[src/rtl/token_lexer_unit_macros.svh]
// ----------------------------------------------------------------------------
// token_lexer_unit assertion macros
// Shared concurrent assertion forms for the lexer RTL.
// ----------------------------------------------------------------------------
`ifndef TOKEN_LEXER_UNIT_MACROS_SVH
`define TOKEN_LEXER_UNIT_MACROS_SVH

// same-cycle implication
`define TLEX_ASSERT_IMPL(name, clk_s, rst_s, ante, cons) \
  name: assert property (@(posedge clk_s) disable iff (rst_s) (ante) |-> (cons)) \
    else $error("token lexer assertion failed");

// next-cycle implication
`define TLEX_ASSERT_NEXT(name, clk_s, rst_s, ante, cons) \
  name: assert property (@(posedge clk_s) disable iff (rst_s) (ante) |=> (cons)) \
    else $error("token lexer assertion failed");

`endif

[src/rtl/tlex_pkg.sv]
// ----------------------------------------------------------------------------
// tlex_pkg
// Token kinds, keyword tracking codes and byte classes for the lexer.
// ----------------------------------------------------------------------------
package tlex_pkg;

  localparam int OFFSET_BITS_DEF   = 16;
  localparam int MAX_TOKEN_LEN_DEF = 255;
  localparam int Q_DEPTH           = 4;

  localparam logic [7:0] SKIP_LOW  = 8'd32;
  localparam logic [7:0] SKIP_HIGH = 8'd127;

  typedef enum logic [3:0] {
    KIND_INT     = 4'd0,
    KIND_IDENT   = 4'd1,
    KIND_PLUS    = 4'd2,
    KIND_MINUS   = 4'd3,
    KIND_STAR    = 4'd4,
    KIND_LPAREN  = 4'd5,
    KIND_RPAREN  = 4'd6,
    KIND_LBRACE  = 4'd7,
    KIND_RBRACE  = 4'd8,
    KIND_EQUALS  = 4'd9,
    KIND_SLASH   = 4'd10,
    KIND_SEMI    = 4'd11,
    KIND_END     = 4'd12,
    KIND_IF      = 4'd13,
    KIND_ELSE    = 4'd14,
    KIND_UNKNOWN = 4'd15
  } kind_t;

  // prefix progress toward "if" / "else"
  localparam logic [2:0] KW_NONE = 3'd0;
  localparam logic [2:0] KW_I    = 3'd1;
  localparam logic [2:0] KW_IF   = 3'd2;
  localparam logic [2:0] KW_E    = 3'd3;
  localparam logic [2:0] KW_EL   = 3'd4;
  localparam logic [2:0] KW_ELS  = 3'd5;
  localparam logic [2:0] KW_ELSE = 3'd6;

  typedef struct packed {
    logic       letter;
    logic       digit;
    logic       skip;
    logic       sym;
    kind_t      sym_kind;
    logic [2:0] kw_first;
  } cls_t;

  function automatic logic [2:0] track_next(input logic [2:0] t, input logic [7:0] b);
    logic [2:0] r;
    r = KW_NONE;
    if (t == KW_I && b == "f") r = KW_IF;
    else if (t == KW_E && b == "l") r = KW_EL;
    else if (t == KW_EL && b == "s") r = KW_ELS;
    else if (t == KW_ELS && b == "e") r = KW_ELSE;
    return r;
  endfunction

endpackage

[src/rtl/tlex_classify.sv]
// ----------------------------------------------------------------------------
// tlex_classify
// Byte classifier: letter, digit, skip, symbol kind, keyword first step.
// ----------------------------------------------------------------------------
module tlex_classify (
  input  logic [7:0]    data_byte,
  output tlex_pkg::cls_t cls
);
  import tlex_pkg::*;

  always_comb begin
    cls.letter = (data_byte >= "a" && data_byte <= "z") ||
                 (data_byte >= "A" && data_byte <= "Z") || data_byte == "_";
    cls.digit  = data_byte >= "0" && data_byte <= "9";
    cls.skip   = data_byte <= SKIP_LOW || data_byte >= SKIP_HIGH;
    cls.sym    = 1'b1;
    unique case (data_byte)
      "+":     cls.sym_kind = KIND_PLUS;
      "-":     cls.sym_kind = KIND_MINUS;
      "*":     cls.sym_kind = KIND_STAR;
      "(":     cls.sym_kind = KIND_LPAREN;
      ")":     cls.sym_kind = KIND_RPAREN;
      "{":     cls.sym_kind = KIND_LBRACE;
      "}":     cls.sym_kind = KIND_RBRACE;
      "=":     cls.sym_kind = KIND_EQUALS;
      "/":     cls.sym_kind = KIND_SLASH;
      ";":     cls.sym_kind = KIND_SEMI;
      default: begin
        cls.sym_kind = KIND_UNKNOWN;
        cls.sym      = 1'b0;
      end
    endcase
    if (data_byte == "i") cls.kw_first = KW_I;
    else if (data_byte == "e") cls.kw_first = KW_E;
    else cls.kw_first = KW_NONE;
  end

endmodule

[src/rtl/tlex_core.sv]
// ----------------------------------------------------------------------------
// tlex_core
// Lexer state and token update; yields up to two results per transaction.
// ----------------------------------------------------------------------------
`include "token_lexer_unit_macros.svh"

module tlex_core #(
  parameter int OFFSET_BITS   = tlex_pkg::OFFSET_BITS_DEF,
  parameter int MAX_TOKEN_LEN = tlex_pkg::MAX_TOKEN_LEN_DEF,
  parameter int LEN_BITS      = $clog2(MAX_TOKEN_LEN + 1)
) (
  input  logic                   clk,
  input  logic                   rst,
  input  logic                   go,
  input  logic [7:0]             data_byte,
  input  logic                   end_of_input,
  input  tlex_pkg::cls_t         cls,
  output logic [1:0]             res_count,
  output tlex_pkg::kind_t        res_kind  [2],
  output logic [OFFSET_BITS-1:0] res_start [2],
  output logic [LEN_BITS-1:0]    res_length[2],
  output logic                   res_last  [2]
);
  import tlex_pkg::*;

  typedef enum logic [1:0] {
    MODE_IDLE  = 2'd0,
    MODE_IDENT = 2'd1,
    MODE_INT   = 2'd2,
    MODE_ERROR = 2'd3
  } mode_t;

  localparam logic [LEN_BITS-1:0] LEN_MAX = LEN_BITS'(MAX_TOKEN_LEN);
  localparam logic [LEN_BITS-1:0] LEN_ONE = LEN_BITS'(1);

  mode_t                  mode, mode_next;
  logic [OFFSET_BITS-1:0] pending_start, pending_start_next;
  logic [LEN_BITS-1:0]    pending_length, pending_length_next;
  logic [OFFSET_BITS-1:0] byte_position, byte_position_next;
  logic [2:0]             keyword_track, keyword_track_next;

  logic                   pend, va, vb;
  kind_t                  a_kind, b_kind;
  logic [OFFSET_BITS-1:0] b_start;
  logic [LEN_BITS-1:0]    b_len, grown;

  always_comb begin
    pend  = mode == MODE_IDENT || mode == MODE_INT;
    grown = (pending_length < LEN_MAX) ? pending_length + LEN_ONE : pending_length;
    if (mode == MODE_IDENT) begin
      if (keyword_track == KW_IF) a_kind = KIND_IF;
      else if (keyword_track == KW_ELSE) a_kind = KIND_ELSE;
      else a_kind = KIND_IDENT;
    end else begin
      a_kind = KIND_INT;
    end

    mode_next           = mode;
    pending_start_next  = pending_start;
    pending_length_next = pending_length;
    byte_position_next  = byte_position;
    keyword_track_next  = keyword_track;
    va      = 1'b0;
    vb      = 1'b0;
    b_kind  = KIND_END;
    b_start = byte_position;
    b_len   = '0;

    if (go) begin
      if (end_of_input) begin
        if (mode != MODE_ERROR) begin
          va = pend;
          vb = 1'b1;
        end
        mode_next           = MODE_IDLE;
        pending_start_next  = '0;
        pending_length_next = '0;
        byte_position_next  = '0;
        keyword_track_next  = KW_NONE;
      end else begin
        byte_position_next = byte_position + OFFSET_BITS'(1);
        priority if (mode == MODE_ERROR) begin
          mode_next = MODE_ERROR;
        end else if (mode == MODE_IDENT && (cls.letter || cls.digit)) begin
          pending_length_next = grown;
          keyword_track_next  = track_next(keyword_track, data_byte);
        end else if (mode == MODE_INT && cls.digit) begin
          pending_length_next = grown;
        end else begin
          va                  = pend;
          mode_next           = MODE_IDLE;
          keyword_track_next  = KW_NONE;
          if (pend) pending_length_next = '0;
          priority if (cls.letter) begin
            mode_next           = MODE_IDENT;
            pending_start_next  = byte_position;
            pending_length_next = LEN_ONE;
            keyword_track_next  = cls.kw_first;
          end else if (cls.digit) begin
            mode_next           = MODE_INT;
            pending_start_next  = byte_position;
            pending_length_next = LEN_ONE;
          end else if (cls.skip) begin
            mode_next = MODE_IDLE;
          end else if (cls.sym) begin
            vb     = 1'b1;
            b_kind = cls.sym_kind;
            b_len  = LEN_ONE;
          end else begin
            vb                  = 1'b1;
            b_kind              = KIND_UNKNOWN;
            b_len               = LEN_ONE;
            mode_next           = MODE_ERROR;
            pending_length_next = '0;
          end
        end
      end
    end

    // compact: flushed token first, then the byte's own result
    res_count     = {1'b0, va} + {1'b0, vb};
    res_kind[0]   = va ? a_kind : b_kind;
    res_start[0]  = va ? pending_start : b_start;
    res_length[0] = va ? pending_length : b_len;
    res_last[0]   = !(va && vb);
    res_kind[1]   = b_kind;
    res_start[1]  = b_start;
    res_length[1] = b_len;
    res_last[1]   = 1'b1;
  end

  always_ff @(posedge clk) begin
    if (rst) begin
      mode           <= MODE_IDLE;
      pending_start  <= '0;
      pending_length <= '0;
      byte_position  <= '0;
      keyword_track  <= KW_NONE;
    end else begin
      mode           <= mode_next;
      pending_start  <= pending_start_next;
      pending_length <= pending_length_next;
      byte_position  <= byte_position_next;
      keyword_track  <= keyword_track_next;
    end
  end

  `TLEX_ASSERT_IMPL(a_err_silent, clk, rst, go && !end_of_input && mode == MODE_ERROR, res_count == 2'd0)
  `TLEX_ASSERT_NEXT(a_eoi_clear, clk, rst, go && end_of_input, byte_position == '0 && mode == MODE_IDLE && pending_length == '0)
  `TLEX_ASSERT_IMPL(a_kw_ident, clk, rst, keyword_track != KW_NONE, mode == MODE_IDENT)

endmodule

[src/rtl/tlex_result_queue.sv]
// ----------------------------------------------------------------------------
// tlex_result_queue
// Small result queue: takes up to two results per cycle, delivers one unless out_stall.
// ----------------------------------------------------------------------------
`include "token_lexer_unit_macros.svh"

module tlex_result_queue #(
  parameter int OFFSET_BITS = tlex_pkg::OFFSET_BITS_DEF,
  parameter int LEN_BITS    = 8,
  parameter int DEPTH       = tlex_pkg::Q_DEPTH
) (
  input  logic                   clk,
  input  logic                   rst,
  input  logic [1:0]             push_count,
  input  tlex_pkg::kind_t        push_kind  [2],
  input  logic [OFFSET_BITS-1:0] push_start [2],
  input  logic [LEN_BITS-1:0]    push_length[2],
  input  logic                   push_last  [2],
  output logic                   room,
  output logic                   out_valid,
  input  logic                   out_stall,
  output tlex_pkg::kind_t        token_kind,
  output logic [OFFSET_BITS-1:0] token_start,
  output logic [LEN_BITS-1:0]    token_length,
  output logic                   last_of_run
);
  import tlex_pkg::*;

  localparam int PTR_BITS = $clog2(DEPTH);
  localparam int CNT_BITS = $clog2(DEPTH + 1);

  kind_t                  q_kind  [DEPTH];
  logic [OFFSET_BITS-1:0] q_start [DEPTH];
  logic [LEN_BITS-1:0]    q_length[DEPTH];
  logic                   q_last  [DEPTH];

  logic [PTR_BITS-1:0] wr_ptr, rd_ptr, wr_ptr_p1;
  logic [CNT_BITS-1:0] count;
  logic                pop;

  assign wr_ptr_p1    = wr_ptr + PTR_BITS'(1);
  assign pop          = out_valid && !out_stall;
  assign out_valid    = count != '0;
  assign room         = count <= CNT_BITS'(DEPTH - 2);
  assign token_kind   = q_kind[rd_ptr];
  assign token_start  = q_start[rd_ptr];
  assign token_length = q_length[rd_ptr];
  assign last_of_run  = q_last[rd_ptr];

  always_ff @(posedge clk) begin
    if (push_count != 2'd0) begin
      q_kind[wr_ptr]   <= push_kind[0];
      q_start[wr_ptr]  <= push_start[0];
      q_length[wr_ptr] <= push_length[0];
      q_last[wr_ptr]   <= push_last[0];
    end
    if (push_count == 2'd2) begin
      q_kind[wr_ptr_p1]   <= push_kind[1];
      q_start[wr_ptr_p1]  <= push_start[1];
      q_length[wr_ptr_p1] <= push_length[1];
      q_last[wr_ptr_p1]   <= push_last[1];
    end
  end

  always_ff @(posedge clk) begin
    if (rst) begin
      wr_ptr <= '0;
      rd_ptr <= '0;
      count  <= '0;
    end else begin
      wr_ptr <= wr_ptr + PTR_BITS'(push_count);
      if (pop) rd_ptr <= rd_ptr + PTR_BITS'(1);
      count <= count + CNT_BITS'(push_count) - CNT_BITS'(pop);
    end
  end

  `TLEX_ASSERT_IMPL(a_push_room, clk, rst, push_count != 2'd0, room)
  `TLEX_ASSERT_IMPL(a_count_bound, clk, rst, 1'b1, count <= CNT_BITS'(DEPTH))
  `TLEX_ASSERT_NEXT(a_hold_stalled, clk, rst, out_valid && out_stall, out_valid)

endmodule

[src/rtl/token_lexer_unit.sv]
// An accepted input is registered, then its results are written into the result queue.
// One input per cycle while in_stall is low; the output drains one result per cycle
//   unless out_stall; a byte that closes a token and also forms one yields two results.
// in_stall rises when a registered input waits and the 4-entry queue holds more than two.
// Reset (rst, synchronous): lexer idle at offset zero, queue empty.
// ----------------------------------------------------------------------------
// token_lexer_unit
// Byte-serial tokenizer: identifiers, integers, symbols, if/else keywords, end, unknown.
// ----------------------------------------------------------------------------
module token_lexer_unit #(
  parameter int OFFSET_BITS   = tlex_pkg::OFFSET_BITS_DEF,
  parameter int MAX_TOKEN_LEN = tlex_pkg::MAX_TOKEN_LEN_DEF,
  parameter int LEN_BITS      = $clog2(MAX_TOKEN_LEN + 1)
) (
  input  logic                   clk,
  input  logic                   rst,
  input  logic                   in_valid,
  output logic                   in_stall,
  input  logic [7:0]             data_byte,
  input  logic                   end_of_input,
  output logic                   out_valid,
  input  logic                   out_stall,
  output tlex_pkg::kind_t        token_kind,
  output logic [OFFSET_BITS-1:0] token_start,
  output logic [LEN_BITS-1:0]    token_length,
  output logic                   last_of_run
);
  import tlex_pkg::*;

  logic       in_valid_r, eoi_r, room, go;
  logic [7:0] byte_r;
  cls_t       cls;

  logic [1:0]             res_count;
  kind_t                  res_kind  [2];
  logic [OFFSET_BITS-1:0] res_start [2];
  logic [LEN_BITS-1:0]    res_length[2];
  logic                   res_last  [2];

  assign go       = in_valid_r && room;
  assign in_stall = in_valid_r && !room;

  always_ff @(posedge clk) begin
    if (rst) begin
      in_valid_r <= 1'b0;
    end else if (!in_stall) begin
      in_valid_r <= in_valid;
    end
  end

  always_ff @(posedge clk) begin
    if (in_valid && !in_stall) begin
      byte_r <= data_byte;
      eoi_r  <= end_of_input;
    end
  end

  tlex_classify u_classify (
    .data_byte(byte_r),
    .cls      (cls)
  );

  tlex_core #(
    .OFFSET_BITS  (OFFSET_BITS),
    .MAX_TOKEN_LEN(MAX_TOKEN_LEN),
    .LEN_BITS     (LEN_BITS)
  ) u_core (
    .clk         (clk),
    .rst         (rst),
    .go          (go),
    .data_byte   (byte_r),
    .end_of_input(eoi_r),
    .cls         (cls),
    .res_count   (res_count),
    .res_kind    (res_kind),
    .res_start   (res_start),
    .res_length  (res_length),
    .res_last    (res_last)
  );

  tlex_result_queue #(
    .OFFSET_BITS(OFFSET_BITS),
    .LEN_BITS   (LEN_BITS),
    .DEPTH      (Q_DEPTH)
  ) u_queue (
    .clk         (clk),
    .rst         (rst),
    .push_count  (res_count),
    .push_kind   (res_kind),
    .push_start  (res_start),
    .push_length (res_length),
    .push_last   (res_last),
    .room        (room),
    .out_valid   (out_valid),
    .out_stall   (out_stall),
    .token_kind  (token_kind),
    .token_start (token_start),
    .token_length(token_length),
    .last_of_run (last_of_run)
  );

endmodule
[config.mk]
export PLATFORM = sky130hd
export DESIGN_NAME = token_lexer_unit
export DESIGN_NICKNAME = d
export VERILOG_FILES = /design/src/rtl/tlex_pkg.sv /design/src/rtl/tlex_classify.sv /design/src/rtl/tlex_core.sv /design/src/rtl/tlex_result_queue.sv /design/src/rtl/token_lexer_unit.sv
export VERILOG_INCLUDE_DIRS = /design/src /design/src/rtl
export SDC_FILE = /design/constraint.sdc
export NUM_CORES = 1
export LEC_CHECK = 0
export BUFFER_PORTS_ARGS = -buffer_cell sky130_fd_sc_hd__buf_2
export CAP_MARGIN = 10
export CORE_MARGIN = 10
export CORE_UTILIZATION = 35
export CTS_CLUSTER_SIZE = 20
export DETAILED_ROUTE_END_ITERATION = 8
export SYNTH_ARGS = -nofsm -noshare
export SYNTH_HDL_FRONTEND = slang
export SYNTH_HIERARCHICAL = 1
export SYNTH_SLANG_ARGS = --single-unit
[constraint.sdc]
create_clock -name clk -period 6 [get_ports clk]
set_clock_uncertainty 0.2 [all_clocks]
set_input_delay 0.6 -clock clk [delete_from_list [all_inputs] [get_ports clk]]
set_output_delay 0.6 -clock clk [all_outputs]
set_load 0.01 [all_outputs]
==> qor.txt, run 1 <==
Worst Hold Depth = 1
Number of synthesized flops with an enable pin = 125
Post-synth top area cell = edfxtp_1
Slew Limit Headroom = 33.8%
GR Layer Usage met1 = 16.9%
Drt wl/cell = 17.8 um
Final Hold Fails = 0
CTS Hold Bufs = 0
Port Buffers = 43
Synthesized instance count = 744
Post CTS Setup Buffer Count = 0
Ports = 44
Setup TNS = 0 ns
CP startpoint kind = flop
Drt via density = 5.21
Final WL = 20.1 mm
Fmax = 0.203 GHz
Antenna viol nets, final = 0
Unrepaired setup endpoints after global routing = no
Drt pass-1 iters = 6
Sequential share of the synthesized area = 51.3%
Top FF cell, synth = edfxtp_1
Layout area overhead = 11.0%
Clock Tree Root = clkbuf_16
GR Util met3 = 2.32%
Critical path class = flop to flop
Area share of the largest cell type after synthesis = 39.7%
Synth warn = 6
Arrival time worst endpoint = 4.89 ns
Row cnt = 60
GRT Total Usage = 12.2%
First-pass GRT wire length = 32.7 mm
Die span in y = 184 um
Grt ovf = 0
Critical Path RT = 5.97 ns
Syn Area/Cell = 12.7 sq um
Largest net degree at the start of global routing = 31
Vias in the first global route = 5,999
Synth Area in Simple Gates = 12.4%
CTS Sinks = 180
Max-slew violations = 0
DRC = 0
Least-Margin Pin Slew = 0.986 ns
Hold path endpoint = byte_r[5]
Max-cap check violation count = 0
Skew-Pair Late Insertion Delay = 0.43 ns
Fill cell count = 2,519
Non-Filler Instances = 1,130
Leakage = 3.73 nW
H-tree levels = 4
Async S/R FF share, synth = 0%
Status = completed
CP endpoint kind = flop
Yosys cell types = 76
Final GP Congestion = 0.812
Final Power = 3.00 mW
Main combinational cell family by area after synthesis = multiplexers
Placed instance count = 1,098
DPL Wire Length = 12.4 mm
Die W = 184 um
Total number of vias = 5,887
R2R Path End = u_queue/q_start[3][4]
Post-Synth Adder-Cell Area = 1.54%
Hold Path Origin = data_byte[5]
Met2 Use GR = 18.6%
GRT busiest layer = met2
Setup violations, final = 0
Share of cells above drive strength 1 = 31.3%
First DRT Iteration DRCs = 392
Fin crit share = 81.9%
Reg2Reg Launch Point = byte_r[1]
Fin area = 10,500 sq um
CP Max Fanout = 27
Worst Hold Class = input pin to flop
R2R cell count = 12
Initial Util = 35.3%
CTS tree = built
Synth area leaders = edfxtp_1, mux2_2, dfxtp_1, mux4_2, nand2_1
R2R setup slack = 1.08 ns
Final min period = 4.92 ns
Fin nets = 800
CTS Buffer Depth = 2
Num CTS Buffers = 17
Core area = 26,800 sq um
Diode count = 0
Clock-pin transition on the worst setup and hold timing paths = 0.06 ns
Synth Area in Compound Gates = 6.66%
Area after DPL = 9920 sq um
CTS-repair resized insts = 0
Synth Area in XOR/XNOR = 1.85%
#FFs+latches synth = 180
Cell area after synthesis = 9450 sq um
Mux cell area share after synthesis = 21.5%
Initial antenna violation count = 0
Max IR drop VDD = 0.145 mV
Die area = 34,000 sq um
Final core utilization = 39.1%
Power Dens Cells = 286 nW/um^2
==> final cells by class <==
cell class | count | area [sq um] | area share [%]
Clock buffer | 19 | 433 | 4.13
Clock inverter | 13 | 135 | 1.29
Inverter | 19 | 76.3 | 0.727
Multi-Input combinational cell | 501 | 4220 | 40.2
Sequential cell | 180 | 4860 | 46.3
Tap cell | 341 | 427 | 4.07
Timing Repair Buffer | 57 | 345 | 3.29
==> worst max-delay path, cell delays in order (launching register included) <==
cell and delay (ns):
edfxtp_1 0.56, or2_1 0.30, or4_1 0.42, and4b_1 0.31, a21oi_1 0.30, nor2_4 0.11, o32a_4 0.51, inv_6 0.23
ha_1 0.36, nor2b_2 0.19, and3b_2 0.54, buf_12 0.24, mux2_2 0.34
==> power by group <==
group	switching, mW	total [mW]	leakage, nW	internal (mW)
logic	0.268	0.490	1.86	0.222
clock network	0.509	1.10	0.273	0.588
registers	0.0386	1.42	1.60	1.38
==> kinds of logic after synthesis <==
logic type                 Yosys count
and+or+nand+nor                    226
xor gates and xnor gates            20
AOI/OAI and AO/OA                   87
muxes                              148
DFF                                180
other                                3
buffers and inverters               69
adders and majority gates           11
==> sequential cells by signal, indices dropped and copies added, names as in the netlist, named ones only <==
signal	flops
u_queue/q_start	64
u_queue/q_kind	16
u_core/keyword_track	3
u_queue/wr_ptr	2
u_core/b_start	16
u_queue/rd_ptr	2
u_core/pending_length	8
u_core/mode	2
in_valid_r	1
u_queue/count	3
u_queue/q_length	32
byte_r	8
u_queue/q_last	4
eoi_r	1
u_core/pending_start	16
==> metal layers <==
metal	part of all wire, %	wire, um
met5	0	0
met3	4.2	852
met1	49	9880
met4	1.4	289
met2	45	9060
==> stage by stage <==
step | hold slack [ns] | setup WS (ns)
floorplan | 0.242 | 0.290
global placement | 0.255 | 1.15
detailed placement | 0.254 | 1.08
CTS | 0.134 | 1.08
global route | 0.139 | 0.828
finish | 0.150 | 1.08
==> cell usage after synthesis, drive strengths merged (8+ instances only) <==
| master | n |
|---|---|
| a22o | 16 |
| xor2 | 12 |
| mux4 | 29 |
| ha | 10 |
| nand2 | 87 |
| clkbuf | 8 |
| o21ai | 14 |
| nor3 | 8 |
| edfxtp | 125 |
| nor2 | 39 |
| and2 | 9 |
| a21oi | 22 |
| nand4 | 8 |
| dfxtp | 55 |
| xnor2 | 8 |
| inv | 19 |
| nand3 | 20 |
| mux2 | 118 |
| buf | 42 |
| nor2b | 11 |
==> cell usage in the layout, fill, tap and decap left out, types with 9 or more instances in the layout <==
cell type / n
nor2_1: 37
and2_1: 9
mux4_2: 29
mux2_1: 10
conb_1: 9
o21ai_0: 14
buf_4: 12
mux2_2: 98
edfxtp_1: 125
a21oi_1: 21
buf_2: 43
clkbuf_16: 17
nand3_1: 19
inv_1: 18
xor2_1: 12
nand2_1: 87
ha_1: 10
a22o_1: 16
mux2_4: 10
dfxtp_1: 54
==> worst max path at each step <==
stage / from / end / cells after the start
floorplan: byte_r[1] / u_queue/q_kind[0][0] / 13
global placement: byte_r[1] / u_queue/q_start[3][7] / 12
detailed placement: byte_r[1] / u_queue/q_start[3][3] / 12
CTS: byte_r[1] / u_queue/q_start[3][3] / 12
global route: byte_r[1] / u_queue/q_start[3][6] / 12
finish: byte_r[1] / u_queue/q_start[3][4] / 12
Power figures use the tool's default switching activity.
==> run 2: changes to the inputs <==
==> constraint.sdc (replaced) <==
create_clock -name clk -period 4.84 [get_ports clk]
set_clock_uncertainty 0.2 [all_clocks]
set_input_delay 0.484 -clock clk [delete_from_list [all_inputs] [get_ports clk]]
set_output_delay 0.484 -clock clk [all_outputs]
set_load 0.01 [all_outputs]
==> run 2 against run 1 <==
Final cell count up 0.53%. Hold slack worse by 0.13 ns. Sequential share of layout area decreased by 0.73 points. Highest routed layer unchanged. Die area did not move. Largest power group unchanged. Maximum frequency up 15%. Clock-buffer cell count down 2.
==> qor.txt, run 2 (synthesis gave the netlist of run 1 again) <==
Fin nets = 807 (was 800)
Final core utilization = 39.8% (was 39.1%)
CP Max Fanout = 22 (was 27)
Grt ovf = 0 (unchanged)
First-pass GRT wire length = 33.3 mm (was 32.7 mm)
Layout area overhead = 12.7% (was 11.0%)
Num CTS Buffers = 17 (unchanged)
Drt pass-1 iters = 8 (was 6)
H-tree levels = 4 (unchanged)
Unrepaired setup endpoints after global routing = no (unchanged)
Setup violations, final = 0 (unchanged)
Antenna viol nets, final = 0 (unchanged)
Clock Tree Root = clkbuf_16 (unchanged)
CTS-repair resized insts = 0 (unchanged)
Final WL = 20.5 mm (was 20.1 mm)
Diode count = 0 (unchanged)
Most common cell after layout, fill and taps aside = edfxtp_1 (unchanged)
Total number of vias = 5,806 (was 5,887)
Status = completed (unchanged)
Area of the multi-input gates = 4210 sq um (was 4220 sq um)
Final min period = 4.29 ns (was 4.92 ns)
Drt via density = 5.11 (was 5.21)
Setup TNS = 0 ns (unchanged)
Arrival time worst endpoint = 4.27 ns (was 4.89 ns)
Max incr delay on CP = 0.56 ns (about the same)
Clock-pin transition on the worst setup and hold timing paths = 0.07 ns (was 0.06 ns)
Worst Hold Class = input pin to flop (unchanged)
Initial Util = 35.3% (unchanged)
Fmax = 0.233 GHz (was 0.203 GHz)
Die W = 184 um (unchanged)
Final Hold Fails = 0 (unchanged)
Final Power = 3.86 mW (was 3.00 mW)
First DRT Iteration DRCs = 455 (was 392)
Die span in y = 184 um (unchanged)
Slew Limit Headroom = 24.2% (was 33.8%)
Largest register FFs = 64 (unchanged)
DRC = 0 (unchanged)
Sequential Area = 4860 sq um (unchanged)
CP startpoint kind = flop (unchanged)
Max IR drop VDD = 0.211 mV (was 0.145 mV)
Fill cell count = 2,498 (was 2,519)
Critical Path RT = 4.83 ns (was 5.97 ns)
Port Buffers = 43 (unchanged)
Largest Register = u_queue/q_start (unchanged)
Max-cap check violation count = 0 (unchanged)
CP endpoint kind = flop (unchanged)
Most frequent cells in the layout = edfxtp_1, mux2_2, nand2_1, dfxtp_1, buf_2 (unchanged)
Crit path max-delay family = simple AND/OR/NAND/NOR gates (unchanged)
WP buf/inv = 2 (unchanged)
Ports = 44 (unchanged)
Least-Margin Pin Slew = 1.13 ns (was 0.986 ns)
CTS Sinks = 180 (unchanged)
Critical path class = flop to flop (unchanged)
Largest net degree at the start of global routing = 31 (unchanged)
Skew-Pair Late Insertion Delay = 0.43 ns (about the same)
GRT Total Usage = 12.5% (was 12.2%)
DPL Wire Length = 12.5 mm (was 12.4 mm)
Post CTS Setup Buffer Count = 0 (unchanged)
Initial antenna violation count = 0 (unchanged)
CTS Hold Bufs = 0 (unchanged)
CTS tree = built (unchanged)
Slowest-stage cell, CP = or4_1 (was edfxtp_1)
Drt wl/cell = 18.0 um (was 17.8 um)
Die area = 34,000 sq um (unchanged)
Core area = 26,800 sq um (unchanged)
Max-slew violations = 0 (unchanged)
Fin crit share = 88.6% (was 81.9%)
Leakage = 3.81 nW (was 3.73 nW)
Row cnt = 60 (unchanged)
Reg2Reg Launch Point = byte_r[0] (was byte_r[1])
Top flop regs = u_queue/q_start: 64 flops, u_queue/q_length: 32 flops (unchanged)
Final GP Congestion = 0.809 (was 0.812)
Vias in the first global route = 5,972 (was 5,999)
Hold Path Origin = end_of_input (was data_byte[5])
Worst path cell trace = or4_1 > and4b_1 > a21oi_1 > nor2_4 > o32a_4 > inv_6 > ha_1 > nor2b_2 > and3b_2 > buf_12 > mux2_2 (was or2_1 > or4_1 > and4b_1 > a21oi_1 > nor2_4 > o32a_4 > inv_6 > ha_1 > nor2b_2 > and3b_2 > buf_12 > mux2_2)
Setup crit start = byte_r[0] (was byte_r[1])
CTS Buffer Depth = 2 (unchanged)
Share of cells above drive strength 1 = 32.2% (was 31.3%)
Power Dens Cells = 362 nW/um^2 (was 286 nW/um^2)
run 2: worst paths after layout:
kind                                                end  slack (ns)  cells past startpoint
worst max-delay path             u_queue/q_start[3][15]        0.55                     11
worst min register to register  u_core/pending_start[5]        0.28                      1
worst max register to register   u_queue/q_start[3][15]        0.55                     11
worst min-delay path                              eoi_r        0.03                      1
run 2: through the flow:
| stage | cell area [sq um] | worst slack, ns | instances | hold slack (ns) |
|---|---|---|---|---|
| after detailed placement | 10000 | 0.562 | 1105 | 0.254 |
| after CTS | 10700 | 0.553 | 1136 | 0.00601 |
| after floorplan | 9490 | 0.0291 | 750 | 0.242 |
| final | 10700 | 0.551 | 1136 | 0.0253 |
| after global routing | 10700 | 0.322 | 1136 | 0.0136 |
| after global placement | 10000 | 0.642 | 1105 | 0.256 |
run 2: layout make-up:
class                           count  share of cell area [%]
Inverter                           19                   0.716
Timing Repair Buffer               64                    4.32
Tap cell                          341                    4.00
Multi-Input combinational cell    501                    39.5
Sequential cell                   180                    45.6
Clock buffer                       17                    3.99
Clock inverter                     14                    1.88
run 2: power by group:
group	internal, mW	leakage (nW)	total (mW)	switching (mW)
combinational	0.285	1.92	0.603	0.318
sequential	1.71	1.60	1.78	0.0699
clock	0.869	0.296	1.47	0.605
total	2.86	3.81	3.86	0.993
run 2: layer usage:
metal | GRT usage, % | share of wire, % | up-vias
met3 | 2.44 | 3.8 | 16
li1 | - | - | 2850
met2 | 19.7 | 46 | 120
met5 | 0 | 0 | -
met4 | 4.10 | 1.4 | 0
met1 | 16.8 | 48 | 2820
==> run 3: changes to the inputs <==
==> constraint.sdc (replaced) <==
create_clock -name clk -period 4.84 [get_ports clk]
set_clock_uncertainty 0.2 [all_clocks]
set_input_delay 0.484 -clock clk [delete_from_list [all_inputs] [get_ports clk]]
set_output_delay 0.484 -clock clk [all_outputs]
set_load 0.05 [all_outputs]
==> run 3 against run 2 <==
Global-route usage shrank 0.22 points. Routed wire length shrank 0.98%. First-iteration DRC count fell by 15%. Final cell count is essentially flat. Clock power decreased by 6%. Sequential share of layout area rose by 0.086 points. Critical path depth unchanged. Combinational power up 39%. Largest cell class unchanged.
==> qor.txt, run 3 (synthesis gave the netlist of run 1 again) <==
Initial antenna violation count = 0 (unchanged)
Leakage = 3.80 nW (was 3.81 nW)
Row cnt = 60 (unchanged)
Fmax = 0.231 GHz (was 0.233 GHz)
Final critical-path setup slack = 0.514 ns (was 0.551 ns)
Status = completed (unchanged)
Fin nets = 807 (unchanged)
Power Dens Cells = 376 nW/um^2 (was 362 nW/um^2)
Slew Limit Headroom = 27.1% (was 24.2%)
CTS tree = built (unchanged)
Initial Util = 35.3% (unchanged)
DRC = 0 (unchanged)
CP startpoint kind = flop (unchanged)
Largest register FFs = 64 (unchanged)
CP Max Fanout = 22 (unchanged)
Die span in y = 184 um (unchanged)
Drt via density = 5.19 (was 5.11)
Most frequent cells in the layout = edfxtp_1, mux2_2, nand2_1, dfxtp_1, buf_2 (unchanged)
Drt pass-1 iters = 5 (was 8)
Grt ovf = 0 (unchanged)
Worst setup endpoint = u_queue/q_start[3][15] (unchanged)
Least-Margin Pin Slew = 1.09 ns (was 1.13 ns)
Vias in the first global route = 5,956 (was 5,972)
Num CTS Buffers = 17 (unchanged)
Share of cells above drive strength 1 = 32.0% (was 32.2%)
Fin crit share = 89.4% (was 88.6%)
Setup violations, final = 0 (unchanged)
H-tree levels = 4 (unchanged)
Final Hold Fails = 0 (unchanged)
Setup TNS = 0 ns (unchanged)
DPL Wire Length = 12.4 mm (was 12.5 mm)
Max incr delay on CP = 0.56 ns (about the same)
Final WL = 20.3 mm (was 20.5 mm)
R2R setup slack = 0.51 ns (was 0.55 ns)
Final min period = 4.33 ns (was 4.29 ns)
Port Buffers = 43 (unchanged)
Die area = 34,000 sq um (unchanged)
Post CTS Setup Buffer Count = 0 (unchanged)
Setup crit start = byte_r[0] (unchanged)
R2R cell count = 11 (unchanged)
Area after DPL = 10,000 sq um (unchanged)
First DRT Iteration DRCs = 389 (was 455)
Hold slack = 0.0339 ns (was 0.0253 ns)
Final core utilization = 39.7% (was 39.8%)
Critical Path RT = 4.81 ns (was 4.83 ns)
Clock Tree Root = clkbuf_16 (unchanged)
Largest net degree at the start of global routing = 31 (unchanged)
First-pass GRT wire length = 32.9 mm (was 33.3 mm)
CTS Sinks = 180 (unchanged)
Worst Hold Class = input pin to flop (unchanged)
Max IR drop VDD = 0.225 mV (was 0.211 mV)
CTS-repair resized insts = 0 (unchanged)
Fin area = 10,600 sq um (was 10,700 sq um)
Critical path class = flop to flop (unchanged)
CTS Hold Bufs = 0 (unchanged)
CP endpoint kind = flop (unchanged)
Layout area overhead = 12.5% (was 12.7%)
Post-Place Worst Slack = 0.558 ns (was 0.562 ns)
Antenna viol nets, final = 0 (unchanged)
Non-Filler Instances = 1,137 (was 1,136)
Final GP Congestion = 0.799 (was 0.809)
Max-cap check violation count = 0 (unchanged)
Unrepaired setup endpoints after global routing = no (unchanged)
Worst path cell trace = or4_1 > and4b_1 > a21oi_1 > nor2_4 > o32a_4 > inv_6 > ha_1 > nor2b_2 > and3b_2 > buf_12 > mux2_2 (unchanged)
Final Power = 4.00 mW (was 3.86 mW)
Ports = 44 (unchanged)
R2R Path End = u_queue/q_start[3][15] (unchanged)
Diode count = 0 (unchanged)
Reg2Reg Launch Point = byte_r[0] (unchanged)
Placed instance count = 1,105 (unchanged)
Most common cell after layout, fill and taps aside = edfxtp_1 (unchanged)
Clock-pin transition on the worst setup and hold timing paths = 0.07 ns (about the same)
GRT Total Usage = 12.3% (was 12.5%)
Core area = 26,800 sq um (unchanged)
Top flop regs = u_queue/q_start: 64 flops, u_queue/q_length: 32 flops (unchanged)
Die W = 184 um (unchanged)
Slowest-stage cell, CP = or4_1 (unchanged)
CTS Buffer Depth = 2 (unchanged)
Arrival time worst endpoint = 4.30 ns (was 4.27 ns)
Skew-Pair Late Insertion Delay = 0.42 ns (was 0.43 ns)
Total number of vias = 5,905 (was 5,806)
Drt wl/cell = 17.8 um (was 18.0 um)
Max-slew violations = 0 (unchanged)
Largest Register = u_queue/q_start (unchanged)
[run 3: layout make-up]
cell class,count,area (sq um)
Inverter,19,76.3
Tap cell,341,427
Fill cell,2541,16200
Multi-Input combinational cell,501,4210
Clock inverter,9,83.8
Timing Repair Buffer,64,460
Sequential cell,180,4860
Clock buffer,23,522
[run 3: critical path, delay by kind of cell, from the launching register on]
family	cells	cell delay (ns)
AO/OA/AOI/OAI	2	0.81
adder cells (fa/ha/maj)	1	0.32
buffers and inverters	2	0.35
flip-flops	1	0.55
multiplexers	1	0.35
AND/OR/NAND/NOR	5	1.46
[run 3: worst min path at each step]
stage	start	end	depth (start not counted)
final	data_byte[1]	byte_r[1]	1
after global routing	data_byte[5]	byte_r[5]	1
after CTS	data_byte[7]	byte_r[7]	1
after detailed placement	u_core/pending_start[15]	u_core/pending_start[15]	1
after global placement	u_core/pending_start[14]	u_core/pending_start[14]	1
after floorplan	u_core/pending_start[0]	u_core/pending_start[0]	1
[run 3: power by group]
| part | leakage, nW | internal [mW] | switching (mW) |
|---|---|---|---|
| clock | 0.289 | 0.776 | 0.602 |
| sequential | 1.60 | 1.71 | 0.0730 |
| combinational | 1.92 | 0.287 | 0.555 |
[run 3: metal layers]
layer / GRT usage [%] / up-vias / wire, um
li1: - / 2844 / -
met1: 16.6 / 2895 / 9710
met2: 18.9 / 135 / 9320
met3: 2.26 / 31 / 800
met4: 4.72 / 0 / 438
met5: 0 / - / 0
